==> src/rtl/chk_pkg.sv <==
package chk_pkg;

  localparam int BUCKETS       = 1024;
  localparam int NODES         = 1024;
  localparam int MAX_KEY_BYTES = 8;

  localparam int BUCKET_W = $clog2(BUCKETS);
  localparam int NODE_W   = $clog2(NODES);
  localparam int LINK_W   = $clog2(NODES + 1);
  localparam int CNT_W    = $clog2(NODES + 1);
  localparam int HASH_W   = 16;

  localparam logic [LINK_W-1:0] NULL_LINK  = LINK_W'(NODES);
  localparam logic [HASH_W-1:0] HASH_START = HASH_W'(5381);
  localparam logic [3:0]        KB_RESET   = 4'd8;

  localparam logic [1:0] CMD_ADD   = 2'd0;
  localparam logic [1:0] CMD_DEL   = 2'd1;
  localparam logic [1:0] CMD_TEST  = 2'd2;
  // unused code, handled as a membership test
  localparam logic [1:0] CMD_SPARE = 2'd3;

  localparam logic [1:0] ST_DONE    = 2'd0;
  localparam logic [1:0] ST_PRESENT = 2'd1;
  localparam logic [1:0] ST_ABSENT  = 2'd2;
  localparam logic [1:0] ST_FULL    = 2'd3;

  typedef struct packed {
    logic [1:0]  cmd;
    logic [63:0] key;
  } in_t;

  typedef struct packed {
    logic        success;
    logic [1:0]  status;
    logic [10:0] entry_total;
  } out_t;

  // classified operation handed from front to back
  typedef struct packed {
    logic [1:0]          cmd;
    logic [63:0]         key;
    logic [63:0]         mask;
    logic [BUCKET_W-1:0] bucket;
  } job_t;

endpackage

==> src/rtl/chk_queue.sv <==
module chk_queue (
  input  logic          clk,
  input  logic          rst_n,
  input  logic          push,
  input  chk_pkg::job_t push_job,
  input  logic          pop,
  output logic          full,
  output logic          empty,
  output chk_pkg::job_t head
);
  import chk_pkg::*;

  job_t       slot_r [2];
  logic       wptr_r, wptr_nxt;
  logic       rptr_r, rptr_nxt;
  logic [1:0] cnt_r, cnt_nxt;

  assign full  = (cnt_r == 2'd2);
  assign empty = (cnt_r == 2'd0);
  assign head  = slot_r[rptr_r];

  // pointer and fill bookkeeping
  always_comb begin
    wptr_nxt = wptr_r ^ push;
    rptr_nxt = rptr_r ^ pop;
    cnt_nxt  = cnt_r + {1'b0, push} - {1'b0, pop};
  end

  always_ff @(posedge clk) begin
    if (!rst_n) begin
      wptr_r <= 1'b0;
      rptr_r <= 1'b0;
      cnt_r  <= 2'd0;
    end else begin
      wptr_r <= wptr_nxt;
      rptr_r <= rptr_nxt;
      cnt_r  <= cnt_nxt;
    end
  end

  // payload slots
  always_ff @(posedge clk) begin
    if (push) begin
      slot_r[wptr_r] <= push_job;
    end
  end

endmodule

==> config.mk <==
export PLATFORM = sky130hd
export DESIGN_NAME = chk_queue
export DESIGN_NICKNAME = d
export VERILOG_FILES = /design/src/rtl/chk_pkg.sv /design/src/rtl/chk_queue.sv
export SDC_FILE = /design/constraint.sdc
export NUM_CORES = 1
export LEC_CHECK = 0
export ABC_AREA = 1
export BUFFER_PORTS_ARGS = -buffer_cell sky130_fd_sc_hd__buf_2
export CORE_UTILIZATION = 50
export DETAILED_ROUTE_END_ITERATION = 10
export PLACE_DENSITY = 0.77
export SYNTH_ARGS = -nofsm -noshare
export SYNTH_HDL_FRONTEND = slang
export SYNTH_SLANG_ARGS = --single-unit
==> constraint.sdc <==
create_clock -name clk -period 6.8 [get_ports clk]
set_input_delay 1.36 -clock clk [delete_from_list [all_inputs] [get_ports clk]]
set_output_delay 1.36 -clock clk [all_outputs]
set_load 0.03 [all_outputs]
**Word-level counts from Yosys, hierarchy flattened**

Memories as Yosys holds them, arrays and structs flattened. A register that Yosys moved wholly into a read port is not among the register bits.
Cells that the tools add are included.
Widths: inputs -> output; s select.

- Register bits: 4
- Bits in latches: 0
- Bits in writable memories: 280
- ROM bits: 0
- Input port bits: 144
- Output and inout port bits: 142
- Logic and storage cells: 13
- Memories: 1

- Add/sub/neg operators: 2
- Multipliers: 0
- Divide/modulo/power cells: 0
- Order comparisons: 0
- Equality and inequality tests: 1
- Shifts and indexed selects: 0
- Multiplexer cells: 3
- Bitwise gates (word level): 2
- Reduce and logical (&&, ||, !) cells: 1

Memory list:

| memory | words | width | rd ports | clocked after Yosys merged registers in | write ports | RTL line | RTL |
|---|---|---|---|---|---|---|---|
| slot_r | 2 | 140 | 1 | 1 | 1 | chk_queue.sv:13 | `job_t slot_r [2];` |

Operators by type and width:

| operator | count |
|---|---|
| $mux 1 | 3 |
| $add 2x1->2 | 1 |
| $eq 2x2->1 const B | 1 |
| $logic_not 2->1 | 1 |
| $sub 2x1->2 | 1 |
| $xor 1x1->1 | 2 |

**Logic depth before layout (Yosys ltp)**

- Word-level depth: 2
- Mapped depth: 9

**Worst setup path after synthesis**

Ideal clock, no wire load.

- Path kind: input -> register
- Start: in push
- End: mem slot_r[0][0] (netlist bit), enable pin
- Library setup time: 0.517 ns
- Arrival: 4.633 ns
- Data required time: 6.283 ns
- Slack: 1.651 ns
- Stages on the path: 1
- Path buffers: 0
- Path through: ha_1

- Word-level cells in the longest chain between the ends: 2

Ends and longest elaborated chain:

| item | RTL line | RTL |
|---|---|---|
| from (decl) | chk_queue.sv:4 | `input logic push,` |
| $mux 1 | chk_queue.sv:43 | `if (push) begin` |
| $mux 1 (implied by the code) | chk_queue.sv:44 | `slot_r[wptr_r] <= push_job;` |
| to (decl) | chk_queue.sv:13 |  |

Every way passes these cells.

==> results.md <==
* Status: finished clean
* CTS root buffer: clkbuf_16
* Post-DRT Antenna Nets at 0
* Setup crit start kind: register
* Die H at ~150 microns
* Via density at 5.03
* Max_slew headroom at 0.167
* Syn. warnings at 0
* RePlAce Congestion at approximately 0.77
* Clock Latency Late Sink at 520 ps
* Fmax at approximately 0.25 GHz
* Worst r2r src: wptr_r
* Starting Density at 0.511
* Final wirelength at roughly 20000 microns
* Postcts setup bufs at 0
* Filler cell count at roughly 1400
* Post-synth cell types at 14
* Mapped Cells at 465
* Leak pwr at about 5.3 nW
* Setup TNS at 0 ps
* Antenna violations before repair at 1
* Multi-input gate area at about 2100 sq um
* Reg2Reg Setup Slack at 4200 ps
* Share of cells above drive strength 1 at 0.599
* Non-filler cells, final at 1067
* IO Count at 286
* Number of max-cap violations at 0
* Die Wd at between 100 and 150 microns
* Synth Area per Inst at around 23 sq um
* IO Port Bufs at roughly 290
* Drt wl/cell at 19.0 microns
* Largest net degree at the start of global routing at 88
* Number of global-route vias before repair at 5464
* Core ar. at around 21000 sq um
* Post-CTS Resized at 0
* Post-CTS Hold Buffers at 0
* DR vias at roughly 5400
* Unrepaired setup endpoints after global routing: no
* DRT iter0 DRCs at 293
* Share of flip-flops with an asynchronous set or reset at 0
* Maximum vdd ir drop at just under 200 uV
* Mapped Nets at between 600 and 700
* CP Class: reg2out
* Minimum clock period at slightly below 4000 ps
* Worst EP required at between 5000 and 6000 ps
* Rows at 53
* Endpoints failing setup at 0
* First-pass DRT Iterations at 4
* Hold wc startpoint: rptr_r
* Crit path arrival time at 2580 ps
* GRT Residual Overflow at 0
* Fin crit share at 0.579
* Die area at roughly 22000 sq um
* Worst R2R Path Depth at 3
* CTS buffer count at 28
* Final hold viol count at 0
* Worst Skew at between 10 and 15 ps
* Synth Register Bits at 285
* GRT Overall Usage at 0.177
* Seq/Total Area, Yosys at 0.791
* Worst hold margin at between 500 and 600 ps
* First-pass GRT wire length at between 20000 and 30000 microns
* Crit Path Max Fanout at 66
* Clock Path Buffers at 3
* Final worst slack at ~2900 ps
* FF-to-FF End: slot_r[0][54]
* Syn-to-layout area delta at 24.2%
* Fin. max-slew vios at 0
* Worst-margin pin slew at 1250 ps
* # DRC at 0
* Clk pin slew, worst setup/hold paths at approximately 60 ps
* TritonCTS clock tree: built
* Mapped Area at roughly 11000 sq um
* Fin nets at 917
* Pwr per Cell Area at about 320 nW/um^2
* Placed cells at about 1000
* Dpl hpwl at ~14000 microns
* Top FF cell, synth: edfxtp_1
* # H-tree levels at 1
* Number of synthesized flops with an enable pin at 280
* Hold path depth at 2
* Min-delay worst type: reg2reg
* Worst Setup End Kind: primary output
* Worst slack at placement at 3060 ps
* Sink Count at around 290
* Reg area at 8510 sq um
layer usage:
metal  part of all wire  wire (microns)  global-route usage  vias to the layer above
li1                   -               -                   -                     2449
met1               0.38            7720               0.213                     2622
met2               0.51           10400               0.309                      245
met3              0.081            1640              0.0414                       46
met4              0.027             541              0.0634                        2
met5            0.00064              13                   0                        -
stage by stage:
step	total power, mW	util	area [sq um]
3_3_place_gp	2.72	0.591	12400
3_5_place_dp	2.74	0.591	12400
6_report	4.22	0.635	13400
5_1_grt	4.37	0.635	13400
4_1_cts	4.27	0.635	13400
2_1_floorplan	2.57	-	10800
Yosys cell counts (4+ instances only):
cell	number	area, sq um
nor2_1	6	22.5
mux2_4	100	1500
mux2_2	40	450
inv_1	7	26.3
dfxtp_1	5	100
edfxtp_1	280	8410
nand2_1	4	15.0
buf_2	4	20.0
buf_6	11	124
ha_1	4	50.1
layout make-up:
type,instances,share of cell area
Tap cell,275,0.0258
Multi-Input combinational cell,157,0.156
Clock buffer,35,0.0560
Timing Repair Buffer,290,0.110
Sequential cell,285,0.637
Inverter,7,0.00197
Clock inverter,16,0.0130
Antenna cell,2,0.000375
cells by family (layout without fill, tap and decap cells):
| family | Yosys count | after routing | share of synthesized area |
|---|---|---|---|
| compound gates | 1 | 1 | 0.000465 |
| simple gates | 11 | 11 | 0.00396 |
| other cells | 0 | 2 | 0 |
| xor+xnor | 1 | 1 | 0.000815 |
| mux | 140 | 140 | 0.182 |
| buf+inv | 23 | 348 | 0.0172 |
| fa+ha+maj | 4 | 4 | 0.00466 |
| flops | 285 | 285 | 0.791 |
critical path: stages, from the launching register on:
cell and delay (ps):
dfxtp_4 480, buf_4 850, mux2_2 450, buf_2 180
placed cells by master (no fill, tap or decap):
cell,n
a21oi_1,1
buf_2,285
buf_4,5
bufinv_16,4
clkbuf_1,6
clkbuf_16,29
clkinv_1,5
clkinv_2,7
dfxtp_1,4
dfxtp_4,1
diode_2,2
edfxtp_1,280
ha_1,2
ha_4,2
inv_1,7
mux2_2,40
mux2_4,100
nand2_1,4
nand3_1,1
nor2_1,6
xnor2_1,1
flip-flops by register name, indices dropped and copies added (netlist names), named ones only:
register	flops
cnt_r	2
wptr_r	1
slot_r	280
rptr_r	1
where the power goes:
| part | switching (mW) | internal, mW | total, mW | leakage [nW] |
|---|---|---|---|---|
| combinational | 0.378 | 0.234 | 0.612 | 2.13 |
| sequential | 0.0305 | 2.05 | 2.08 | 2.67 |
| clock | 0.602 | 0.926 | 1.53 | 0.456 |
worst max path at each step:
stage          startpoint             to  depth (start not counted)
5_1_grt          register       head[20]                          3
4_1_cts          register       head[20]                          3
6_report         register       head[20]                          3
3_5_place_dp         push  slot_r[0][73]                          3
2_1_floorplan        push   slot_r[0][0]                          1
3_3_place_gp         push  slot_r[0][72]                          3
(Power assumes the default switching activity.)
