===== config.mk =====
export PLATFORM = sky130hd
export DESIGN_NAME = chk_front
export DESIGN_NICKNAME = d
export VERILOG_FILES = /design/src/rtl/chk_pkg.sv /design/src/rtl/chk_front.sv
export SDC_FILE = /design/constraint.sdc
export NUM_CORES = 1
export LEC_CHECK = 0
export BUFFER_PORTS_ARGS = -buffer_cell sky130_fd_sc_hd__buf_4
export CAP_MARGIN = 20
export CORE_UTILIZATION = 35
export CTS_BUF_LIST = sky130_fd_sc_hd__clkbuf_8
export CTS_CLUSTER_SIZE = 12
export DETAILED_ROUTE_END_ITERATION = 8
export RECOVER_POWER = 100
export SYNTH_ARGS = -nofsm -noshare
export SYNTH_HDL_FRONTEND = slang
export SYNTH_SLANG_ARGS = --single-unit
export TNS_END_PERCENT = 100

===== constraint.sdc =====
create_clock -name clk -period 16.1 [get_ports clk]
set_input_delay 0.805 -clock clk [delete_from_list [all_inputs] [get_ports clk]]
set_output_delay 0.805 -clock clk [all_outputs]
set_load 0.01 [all_outputs]

===== src/rtl/chk_pkg.sv =====
package chk_pkg;

  localparam int BUCKETS       = 1024;
  localparam int NODES         = 1024;
  localparam int MAX_KEY_BYTES = 8;

  localparam int BUCKET_W = $clog2(BUCKETS);
  localparam int NODE_W   = $clog2(NODES);
  localparam int LINK_W   = $clog2(NODES + 1);
  localparam int CNT_W    = $clog2(NODES + 1);
  localparam int HASH_W   = 16;

  localparam logic [LINK_W-1:0] NULL_LINK  = LINK_W'(NODES);
  localparam logic [HASH_W-1:0] HASH_START = HASH_W'(5381);
  localparam logic [3:0]        KB_RESET   = 4'd8;

  localparam logic [1:0] CMD_ADD   = 2'd0;
  localparam logic [1:0] CMD_DEL   = 2'd1;
  localparam logic [1:0] CMD_TEST  = 2'd2;
  // unused code, handled as a membership test
  localparam logic [1:0] CMD_SPARE = 2'd3;

  localparam logic [1:0] ST_DONE    = 2'd0;
  localparam logic [1:0] ST_PRESENT = 2'd1;
  localparam logic [1:0] ST_ABSENT  = 2'd2;
  localparam logic [1:0] ST_FULL    = 2'd3;

  typedef struct packed {
    logic [1:0]  cmd;
    logic [63:0] key;
  } in_t;

  typedef struct packed {
    logic        success;
    logic [1:0]  status;
    logic [10:0] entry_total;
  } out_t;

  // classified operation handed from front to back
  typedef struct packed {
    logic [1:0]          cmd;
    logic [63:0]         key;
    logic [63:0]         mask;
    logic [BUCKET_W-1:0] bucket;
  } job_t;

endpackage


===== src/rtl/chk_front.sv =====
module chk_front (
  input  logic          clk,
  input  logic          rst_n,
  input  logic          start,
  input  logic          busy,
  input  chk_pkg::in_t  in_item,
  input  logic          cfg_valid,
  input  logic [3:0]    cfg_data,
  output logic          push,
  output chk_pkg::job_t push_job
);
  import chk_pkg::*;

  logic [3:0]        kb_r;
  logic [3:0]        n;
  logic [HASH_W-1:0] h;
  logic [HASH_W-1:0] b_ext;
  logic [63:0]       mask;
  logic [7:0]        byte_v;

  // key length register
  always_ff @(posedge clk) begin
    if (!rst_n) begin
      kb_r <= KB_RESET;
    end else if (cfg_valid) begin
      kb_r <= cfg_data;
    end
  end

  // clamp length, hash selected bytes, build compare mask
  always_comb begin
    n = kb_r;
    if (n == 4'd0) n = 4'd1;
    if (n > 4'(MAX_KEY_BYTES)) n = 4'(MAX_KEY_BYTES);
    h     = HASH_START;
    mask  = '0;
    b_ext = '0;
    byte_v = '0;
    for (int i = 0; i < MAX_KEY_BYTES; i++) begin
      byte_v = in_item.key[8*i +: 8];
      b_ext  = {{(HASH_W-8){byte_v[7]}}, byte_v};
      if (4'(i) < n) begin
        h = (h << 5) + h + b_ext;
        mask[8*i +: 8] = 8'hFF;
      end
    end
  end

  assign push            = start && !busy;
  assign push_job.cmd    = in_item.cmd;
  assign push_job.key    = in_item.key;
  assign push_job.mask   = mask;
  assign push_job.bucket = h[BUCKET_W-1:0];

endmodule


; ---- Yosys cells after proc, flatten, opt, wreduce, memory -nomap -nowiden
; Index checks and enable logic that the tools add are counted.
[op_classes]
add_sub_neg = 15
n_mul = 0
div_mod_pow = 0
order_cmp = 9
n_eq_ne = 0
n_shift = 0
n_mux = 18
n_bitwise = 0
n_reduce_logical = 3
[ops]
columns = op, n
row1 = $add 10x10->10, 14
row2 = $mux 10, 8
row3 = $mux 8, 8
row4 = $lt 3x4->1 const A, 4
row5 = $add 9x10->10 const A, 1
row6 = $lt 1x4->1 const A, 2
row7 = $lt 2x4->1 const A, 2
row8 = $mux 4, 2
row9 = $gt 4x4->1 const B, 1
row10 = $logic_not 4->1, 1
row11 = $logic_and 1x1->1, 1
row12 = $logic_not 1->1, 1
[totals]
reg_bits = 4
latchBits = 0
ram_bits = 0
romBits = 0
input_bits = 75
out_inout_bits = 141
word_cells = 46
memories = 0

; ---- Depth between registers and ports, before layout
; Gate-level depths: netlist of run 1.
[logic_depth]
ltp_word = 27
depth_mapped = 56
mapped_depth_nobuf = 56

; ---- Worst setup path before layout of run 1
; Ideal clock, no wire load.
[synth_path]
path_kind = input-to-output
from = in in_item[0] (netlist name)
to = out push_job[9] (netlist name)
arrival_ns = 11.378
required_ns = 15.295
setup_slack_ns = 3.917
path_stages = 54
n_path_buf = 0
cell_sequence = ha_1 -> o21ai_0 -> xor2_1 -> inv_1 -> ha_1 -> ha_1 -> o21ai_0 -> o21bai_1 -> a21oi_1 -> xnor2_1 -> o21a_1 -> fa_1 -> ha_1 -> or3_1 -> nand3_1 -> and2_1 -> fa_1 -> inv_1 -> [... 18 more ...] -> a21oi_1 -> nor2_1 -> a221oi_1 -> and2_1 -> fa_1 -> ha_1 -> xor2_1 -> nor2_1 -> a31oi_1 -> fa_1 -> inv_1 -> ha_1 -> nor2_1 -> nor3_1 -> xnor2_1 -> xnor2_1 -> nand2_1 -> xnor2_1
[synth_rtl]
columns = element, line_no
row1 = from (decl), chk_front.sv:6  ; input chk_pkg::in_t in_item,
row2 = to (decl), chk_front.sv:10  ; output chk_pkg::job_t push_job

==> results of run 1 <==
cell families (layout without fill, tap and decap cells):
kind of cell | count (synthesis) | count (layout) | share of synthesized area [%]
XOR/XNOR | 62 | 62 | 10.1
AND/OR/NAND/NOR | 138 | 138 | 12.2
multiplexers | 25 | 25 | 4.69
other | 1 | 8 | 0.0666
AO/OA/AOI/OAI | 132 | 132 | 15.0
buffers and inverters | 232 | 304 | 24.0
flip-flops | 4 | 4 | 1.42
adder cells (fa/ha/maj) | 126 | 126 | 32.5
cells in the mapped netlist (2+ instances only):
| library cell | number | area [µm²] |
|---|---|---|
| o21bai_1 | 6 | 45.0 |
| ha_1 | 92 | 1150 |
| a211o_1 | 2 | 17.5 |
| buf_4 | 123 | 923 |
| nor2_1 | 38 | 143 |
| xor2_1 | 19 | 166 |
| clkbuf_1 | 9 | 33.8 |
| or3_1 | 6 | 37.5 |
| xnor3_1 | 2 | 45.0 |
| a211oi_1 | 3 | 22.5 |
| or2_2 | 5 | 31.3 |
| or4_1 | 2 | 15.0 |
| nor4_1 | 2 | 12.5 |
| o211ai_1 | 3 | 22.5 |
| a31oi_1 | 7 | 43.8 |
| a21oi_1 | 37 | 185 |
| and3b_1 | 2 | 17.5 |
| buf_6 | 2 | 22.5 |
| nand3_1 | 7 | 35.0 |
| a21o_1 | 10 | 75.1 |
| nand2_1 | 33 | 124 |
| mux2i_1 | 14 | 140 |
| xnor2_1 | 41 | 359 |
| inv_1 | 94 | 353 |
| a2111oi_0 | 2 | 17.5 |
| a21boi_0 | 4 | 30.0 |
| o21ai_1 | 4 | 20.0 |
| a21oi_2 | 2 | 17.5 |
| o21ai_0 | 27 | 135 |
| o31ai_1 | 3 | 22.5 |
| nor2b_1 | 13 | 81.3 |
| nor3b_1 | 4 | 30.0 |
| and2_1 | 4 | 25.0 |
| nor3_1 | 11 | 55.1 |
| dfxtp_1 | 4 | 80.1 |
| fa_1 | 34 | 681 |
| nand2b_1 | 3 | 18.8 |
| nand4_1 | 4 | 25.0 |
| mux2_2 | 10 | 113 |
| o21a_1 | 11 | 82.6 |
| and3_1 | 2 | 12.5 |
placed cells by master, fill, tap and decap left out, drive strengths merged, types with 4 or more instances in the layout:
| cell | netlist | final |
|---|---|---|
| mux2 | 11 | 11 |
| nor3b | 4 | 4 |
| nand3 | 7 | 7 |
| inv | 95 | 95 |
| nor3 | 12 | 12 |
| a31oi | 7 | 7 |
| mux2i | 14 | 14 |
| or3 | 6 | 6 |
| nor2b | 13 | 13 |
| ha | 92 | 92 |
| nor2 | 39 | 39 |
| o21ai | 31 | 31 |
| buf | 126 | 81 |
| conb | 1 | 8 |
| a21o | 10 | 10 |
| or2 | 5 | 5 |
| nand4 | 4 | 4 |
| o21a | 11 | 11 |
| fa | 34 | 34 |
| nand2 | 33 | 33 |
| xor2 | 19 | 19 |
| a21boi | 4 | 4 |
| dfxtp | 4 | 4 |
| clkbuf | 9 | 126 |
| xnor2 | 41 | 41 |
| a21oi | 39 | 39 |
| and2 | 4 | 4 |
| o21bai | 6 | 6 |
critical path: cells and delay by family (launching register included):
| kind | cells | cell delay, ns |
|---|---|---|
| fa+ha+maj | 10 | 3.80 |
| compound gates | 12 | 2.75 |
| flops | 1 | 0.29 |
| buf+inv | 8 | 2.33 |
| xor+xnor | 5 | 0.87 |
| simple gates | 11 | 1.89 |
| mux | 1 | 0.54 |
routing by layer:
metal  wire length (µm)  global-route usage (%)  part of all wire [%]  vias up
li1                   -                       -                     -     2434
met2               6470                    29.3                    50      129
met3                517                   0.457                   4.0        2
met5                  0                       0                     0        -
met4                  8                    1.25                 0.062        0
met1               5960                    20.4                    46     2154
stage by stage:
| step | area, µm² | hold WS, ns | utilization, % | std cells |
|---|---|---|---|---|
| 5_1_grt | 6040 | 0.649 | 38.3 | 1015 |
| 3_5_place_dp | 6470 | 0.618 | 41.1 | 1012 |
| 6_report | 6040 | 0.609 | 38.3 | 1015 |
| 2_1_floorplan | 5660 | 0.544 | - | 727 |
| 3_3_place_gp | 6470 | 0.611 | 41.1 | 1012 |
| 4_1_cts | 6520 | 0.623 | 41.3 | 1015 |
layout make-up:
cell class / count / area, µm²
clock buffer: 3 / 41.3
fill: 1821 / 9730
inverter: 97 / 365
multi-input combinational: 491 / 4210
sequential: 4 / 80.1
tap: 216 / 270
timing repair buffer: 204 / 1070
worst min path at each step:
stage | depth (start not counted) | start | slack, ns | endpoint
final | 2 | kb_r[0] | 0.61 | kb_r[0]
after global routing | 2 | kb_r[1] | 0.65 | kb_r[1]
after CTS | 2 | kb_r[0] | 0.62 | kb_r[0]
after detailed placement | 2 | kb_r[0] | 0.62 | kb_r[0]
after global placement | 2 | kb_r[0] | 0.61 | kb_r[0]
after floorplan | 2 | kb_r[0] | 0.54 | kb_r[0]
==> impl_results.md, run 1 <==
* R2R Path Start: kb_r[3]
* Initial DRC count at 151
* Worst-margin pin slew at 1.20 ns
* IO Pins at 216
* Number of flip-flops under the largest register name at 4
* GPL Wtd Cong at 0.815
* Post-CTS Setup Bufs at 0
* Most used cell, CP: ha_1
* Via count at 4719
* Total of max-cap violations at 0
* WL/cell at 12.8 µm
* YS warnings at 0
* Crit Path Category: reg -> out
* CP startpoint kind: flop
* Regs by FF count: kb_r x4
* Count of final hold-check violations at 0
* TritonCTS Buffers at 3
* Sink Count at 4
* FMAX at 74.0 MHz
* Async S/R FF share, synth at 0%
* Arr. time, crit path at 12.71 ns
* R2R setup slack at 14.57 ns
* Largest net degree at the start of global routing at 29
* Layout Skew at 0 ns
* Number of cell rows at 46
* Post-synthesis sequential area ratio at 1.42%
* Required time of the critical path at 15.29 ns
* Yosys reg bits at 4
* H-tree level count at 1
* Total congestion overflow at 0
* RSZ-0062 raised after global routing: no
* Starting Density at 35.7%
* Status: complete, no violations
* First-pass GRT wire length at 20900 µm
* Tmin final at 13.52 ns
* ANT nets after route at 0
* CP Max Fanout at 28
* N_diodes at 0
* Post-DP HPWL at 11500 µm
* Vias per cell at 4.65
* Pre-Repair DR Iteration Count at 5
* CTS tree: built
* Final setup TNS at 0 ns
* Post-Place Setup Slack at 2.90 ns
* Synthesized area at 0.00563 mm²
* Core ar. at 0.0158 mm²
* Share of layout cells above drive strength 1 at 12.9%
* Worst-Skew Late Latency at 0.21 ns
* Initial antenna violation count at 0
* Synth Instances at 720
* Vias in the first global route at 4454
* Routed WL at 13000 µm
* Worst path max stage delay at 0.90 ns
* Clock transition at path regs at 0.03 ns
* Die Area at 0.0166 mm²
* Fin worst setup slack at 2.58 ns
* EDFF count, synth at 0
* Crit end category: output port
* Nets at 1002
* Most flops, register: kb_r
* Die height at 129 µm
* Die width at 129 µm
* Resize count post-CTS at 0
* Hold-fix buffers, CTS at 0
* Worst setup startpoint: kb_r[3]
* Clock Tree Buf Depth at 2
* Syn_area_per_cell at 7.82 µm²
* Slew Limit Fails at 0
* Area Overhead vs Synth at 7.22%
* HP Class: reg -> reg
* Total track usage at 15.5%
* CP endpoint: push_job[9]
* Max_slew headroom at 19.7%
* Crit share post-route at 84.0%
* R2R depth at 3
* Reg-to-reg endpoint: kb_r[3]
* Port Buffer Count at 203
* Distinct cells, synth at 60
* Critical path's slowest cell: clkinvlp_2
* Clk root buf: clkbuf_8
* Ys flop type: dfxtp_1
* Final Setup Violations at 0
* Residual DRC at 0
Power of run 1 is left out: the tool's default activity adds up to more than one toggle a clock period on the data nets, which glitch-free logic cannot reach.
==> run 2, diff against run 1 <==
==> constraint.sdc (replaced) <==
create_clock -name clk -period 13.52 [get_ports clk]
set_input_delay 0.676 -clock clk [delete_from_list [all_inputs] [get_ports clk]]
set_output_delay 0.676 -clock clk [all_outputs]
set_load 0.01 [all_outputs]
==> run 2 against run 1 <==
Compared with the run above: worst hold slack better by 0.0075 ns; non-clock buffer count rose by 2; clock skew did not move; highest routed layer unchanged; critical path depth is 8 higher; routed wire length up 2.0%; setup slack worse by 1.9 ns; clock-buffer cell count did not move; cell area rose by 2.1%; sequential cell count unchanged; die area stayed put; core utilization increased by 0.80 points.
==> impl_results.md, run 2 (synthesis results as in run 1) <==
* FMAX at 77.9 MHz
* Non-Filler Instances at 1017 (+0.20%)
* CP startpoint kind: input port
* Slew Limit Fails at 0 (unchanged)
* HP Class: reg -> reg
* Share of layout cells above drive strength 1 at 15.6% (+2.7 points)
* Worst path max stage delay at 0.54 ns (-0.36 ns)
* Placed Cells at 1012 (unchanged)
* Vias in the first global route at 4497 (+0.97%)
* Routed WL at 13200 µm (+2.0%)
* First-pass GRT wire length at 21000 µm (+0.33%)
* Commonest non-fill, non-tap cell in the layout: clkbuf_1
* Crit Path Category: in -> out
* Total congestion overflow at 0 (unchanged)
* Number of cell rows at 46 (unchanged)
* Crit share post-route at 94.9%
* Core ar. at 0.0158 mm² (unchanged)
* Starting Density at 35.7% (unchanged)
* Total of max-cap violations at 0 (unchanged)
* Arr. time, crit path at 12.16 ns (-0.55 ns)
* Nets at 1004 (+0.20%)
* Filler cells at 1793 (-1.5%)
* IO Pins at 216 (unchanged)
* Largest net degree at the start of global routing at 29 (unchanged)
* Most frequent cells in the layout: clkbuf_1 (117), inv_1 (95), ha_1 (92)
* Regs by FF count: kb_r x4
* Area Overhead vs Synth at 9.46%
* Multi-input gate area at 0.00430 mm² (+2.1%)
* Number of flip-flops under the largest register name at 4 (unchanged)
* Pre-Repair DR Iteration Count at 4 (-1)
* Residual DRC at 0 (unchanged)
* Clk root buf: clkbuf_8
* R2R depth at 3 (unchanged)
* Initial antenna violation count at 0 (unchanged)
* Most used cell, CP: ha_1
* Hold-fix buffers, CTS at 0 (unchanged)
* Clock transition at path regs at 0.03 ns (about the same)
* Worst-Skew Late Latency at 0.21 ns (about the same)
* Initial DRC count at 135 (-11%)
* Final Setup Violations at 0 (unchanged)
* CTS tree: built
* Sink Count at 4 (unchanged)
* Critical path's slowest cell: fa_1
* Die Area at 0.0166 mm² (unchanged)
* GPL Wtd Cong at 0.816 (+0.15%)
* Port Buffer Count at 203 (unchanged)
* CP Max Fanout at 6 (-79%)
* Most flops, register: kb_r
* Required time of the critical path at 12.84 ns (-2.45 ns)
* Cell area after layout at 0.00616 mm² (+2.1%)
* WL/cell at 13.0 µm (+1.8%)
* N_diodes at 0 (unchanged)
* Vias per cell at 4.67 (+0.50%)
* Crit end category: output port
* Layout Skew at 0 ns (unchanged)
* Via count at 4752 (+0.70%)
* Post-DP HPWL at 11600 µm (+0.90%)
* Total track usage at 15.6% (+0.050 points)
* WHS Path Cells at 2 (unchanged)
* Tmin final at 12.83 ns
* Status: complete, no violations
* Die height at 129 µm (unchanged)
* Placed Instance Area at 0.00647 mm² (unchanged)
* Register cell area after layout at 80.1 µm² (unchanged)
* ANT nets after route at 0 (unchanged)
* Max_slew headroom at 41.2% (+22 points)
* H-tree level count at 1 (unchanged)
* Count of final hold-check violations at 0 (unchanged)
* Worst-margin pin slew at 0.876 ns (-0.328 ns)
* TritonCTS Buffers at 3 (unchanged)
* Die width at 129 µm (unchanged)
* Clock Tree Buf Depth at 2 (unchanged)
## run 2: cell count changes in the layout (fill, tap and decap cells not counted), sizes merged
cell,previous run,this run
buf,81,89
clkbuf,126,120
clkinv,1,2
clkinvlp,1,0
## run 2: worst paths after layout
| check | slack [ns] | start | end |
|---|---|---|---|
| max | 0.69 | in_item[0] | push_job[9] |
| min | 0.62 | kb_r[1] | kb_r[1] |
| max reg2reg | 12.62 | kb_r[3] | kb_r[3] |
| min reg2reg | 0.62 | kb_r[1] | kb_r[1] |
## run 2: area by class of cell
type / instances / share of cell area (%)
multi-input cells: 491 / 69.8
repair buffers: 206 / 18.0
inverters: 97 / 5.93
well taps: 216 / 4.38
flip-flops and latches: 4 / 1.30
clock buffers: 3 / 0.670
## run 2: critical path, delay by kind of cell
family                   cells  cell delay, ns
AO/OA/AOI/OAI               11            1.77
AND/OR/NAND/NOR             13            1.96
buffers and inverters        8            0.63
adder cells (fa/ha/maj)     15            5.68
XOR/XNOR                     7            1.13
multiplexers                 1            0.29
## run 2: layer usage
| layer | global-route usage [%] | routed length, µm |
|---|---|---|
| met1 | 20.4 | 5990 |
| met2 | 28.9 | 6510 |
| met3 | 0.541 | 648 |
| met4 | 2.08 | 65 |
| met5 | 0 | 0 |
## run 2: timing repair
| action | CTS | global route |
|---|---|---|
| endpoints found under the setup margin | 0 | 1 |
| hold endpoints to repair | 0 | 0 |
| setup buffers | 0 | 2 |
| resized for setup | 0 | 15 |
## run 2: per-stage QoR
stage	utilization, %	setup slack, ns	hold WS [ns]	TNS, ns
after floorplan	-	1.59	0.544	0
after global placement	41.1	0.801	0.611	0
after detailed placement	41.1	0.562	0.618	0
after CTS	41.3	0.513	0.623	0
after global routing	39.1	-0.0280	0.666	-0.0280
final	39.1	0.689	0.617	0
Power of run 2 is left out for the same reason.
==> run 3, diff against run 2 <==
==> constraint.sdc (replaced) <==
create_clock -name clk -period 10.6 [get_ports clk]
set_input_delay 0.53 -clock clk [delete_from_list [all_inputs] [get_ports clk]]
set_output_delay 0.53 -clock clk [all_outputs]
set_load 0.01 [all_outputs]
==> run 3 against run 2 <==
Compared with the run above: register-to-register slack worse by 2.9 ns; clock-buffer cell count did not move; global-route usage up 2.6 points; the run now ends with negative setup slack left.
==> impl_results.md, run 3 (synthesis results as in run 1) <==
* Status: complete, but fails checks
* Failing checks: negative setup slack
* Filler cells at 1515 (-16%)
* Vias in the first global route at 5326 (+18%)
* Layout Skew at 0 ns (unchanged)
* Number of cell rows at 46 (unchanged)
* Initial DRC count at 107 (-21%)
* ANT nets after route at 0 (unchanged)
* First-pass GRT wire length at 24600 µm (+17%)
* Most flops, register: kb_r
* FMAX at 87.1 MHz
* R2R depth at 3 (unchanged)
* Most frequent cells in the layout: buf_4 (356), inv_1 (80), ha_1 (63)
* Arr. time, crit path at 10.95 ns (-1.21 ns)
* Required time of the critical path at 10.07 ns (-2.77 ns)
* RSZ-0062 raised after global routing: yes
* R2R setup slack at 9.70 ns (-2.92 ns)
* CP Max Fanout at 5 (-1)
* Levels on crit path at 55 (unchanged)
* Post-Place Setup Slack at -1.22 ns (-1.79 ns)
* CP top delay family: adder cells
* R2R Path Start: kb_r[3]
* HP Class: in -> reg
* Crit share post-route at 108%
* Final Util at 54.0% (+15 points)
* Fin Hold WS at 0.493 ns (-0.123 ns)
* Max_slew headroom at 51.6% (+10 points)
* Total congestion overflow at 0 (unchanged)
* Clock transition at path regs at 0.03 ns (about the same)
* Critical path's slowest cell: fa_1
* Port Buffer Count at 203 (unchanged)
* Clock Tree Buf Depth at 2 (unchanged)
* Via count at 5363 (+13%)
* Total of max-cap violations at 0 (unchanged)
* Fin worst setup slack at -0.879 ns (-1.57 ns)
* Worst path max stage delay at 0.58 ns (+0.04 ns)
* Number of flip-flops under the largest register name at 4 (unchanged)
* Starting Density at 35.7% (unchanged)
* WP buf/inv at 8 (unchanged)
* N_diodes at 0 (unchanged)
* Pre-Repair DR Iteration Count at 4 (unchanged)
* CTS tree: built
* Sink Count at 4 (unchanged)
* Regs by FF count: kb_r x4
* Count of final hold-check violations at 0 (unchanged)
* Nets at 1163 (+16%)
* Die width at 129 µm (unchanged)
* Residual DRC at 0 (unchanged)
* Clk root buf: clkbuf_8
* Most used cell, CP: ha_4
* Commonest non-fill, non-tap cell in the layout: buf_4
* Area Overhead vs Synth at 51.3%
* Reg-to-reg endpoint: kb_r[3]
* Core ar. at 0.0158 mm² (unchanged)
* WL/cell at 12.9 µm (-1.0%)
* Register cell area after layout at 80.1 µm² (unchanged)
* Slew Limit Fails at 0 (unchanged)
* Crit Path Category: in -> out
* Multi-input gate area at 0.00499 mm² (+16%)
* Worst-Skew Late Latency at 0.22 ns (about the same)
* Total track usage at 18.2% (+2.6 points)
* WHS Path Cells at 2 (unchanged)
* H-tree level count at 1 (unchanged)
* IO Pins at 216 (unchanged)
* Die Area at 0.0166 mm² (unchanged)
* Tmin final at 11.48 ns
* Crit end category: output port
* Hold-fix buffers, CTS at 0 (unchanged)
* WHS Endpoint: kb_r[3]
* TritonCTS Buffers at 3 (unchanged)
* Final Setup Violations at 4 (+4)
* Initial antenna violation count at 0 (unchanged)
* Vias per cell at 4.56 (-2.4%)
* CP startpoint kind: input port
* Share of layout cells above drive strength 1 at 52.1% (+36 points)
* Die height at 129 µm (unchanged)
* Routed WL at 15100 µm (+14%)
* Post-DP HPWL at 12900 µm (+11%)
* Largest net degree at the start of global routing at 29 (unchanged)
* Final setup TNS at -2.55 ns (-2.55 ns)
* Worst Hold Launch: rst_n
* Worst-margin pin slew at 0.718 ns (-0.159 ns)
* GPL Wtd Cong at 0.829 (+1.6%)
==> run 3: worst max path at each step <==
stage	start	end	slack [ns]
after floorplan	in_item[0]	push_job[9]	-0.35
after global placement	in_item[0]	push_job[9]	-1.17
after detailed placement	in_item[0]	push_job[9]	-1.22
after CTS	in_item[0]	push_job[9]	-0.80
after global routing	in_item[0]	push_job[9]	-1.35
final	in_item[0]	push_job[9]	-0.88
==> run 3: routing by layer <==
metal  global-route usage [%]  routed length, µm  vias up
met3                    0.333                512       13
met5                        0                  0        -
met1                     24.2               6850     2466
met4                     3.67                146        0
met2                     33.1               7610      129
li1                         -                  -     2755
==> run 3: repair_timing <==
action	4_1_cts	5_1_grt
buffers inserted	16	7
endpoints found under the setup margin	5	6
resized for setup	73	28
pin swaps	55	27
==> run 3: metrics by stage <==
| stage | std cells | cell area (µm²) |
|---|---|---|
| after floorplan | 727 | 5940 |
| after global placement | 1150 | 7790 |
| after detailed placement | 1150 | 7790 |
| after CTS | 1169 | 8300 |
| after global routing | 1176 | 8520 |
| final | 1176 | 8520 |
==> run 3: cell type report <==
cell class	instances	area share [%]
Sequential cell	4	0.940
Multi-Input combinational cell	491	58.5
Inverter	97	4.32
Timing Repair Buffer	365	32.6
Tap cell	216	3.17
Clock buffer	3	0.485
Power of run 3 is left out for the same reason.
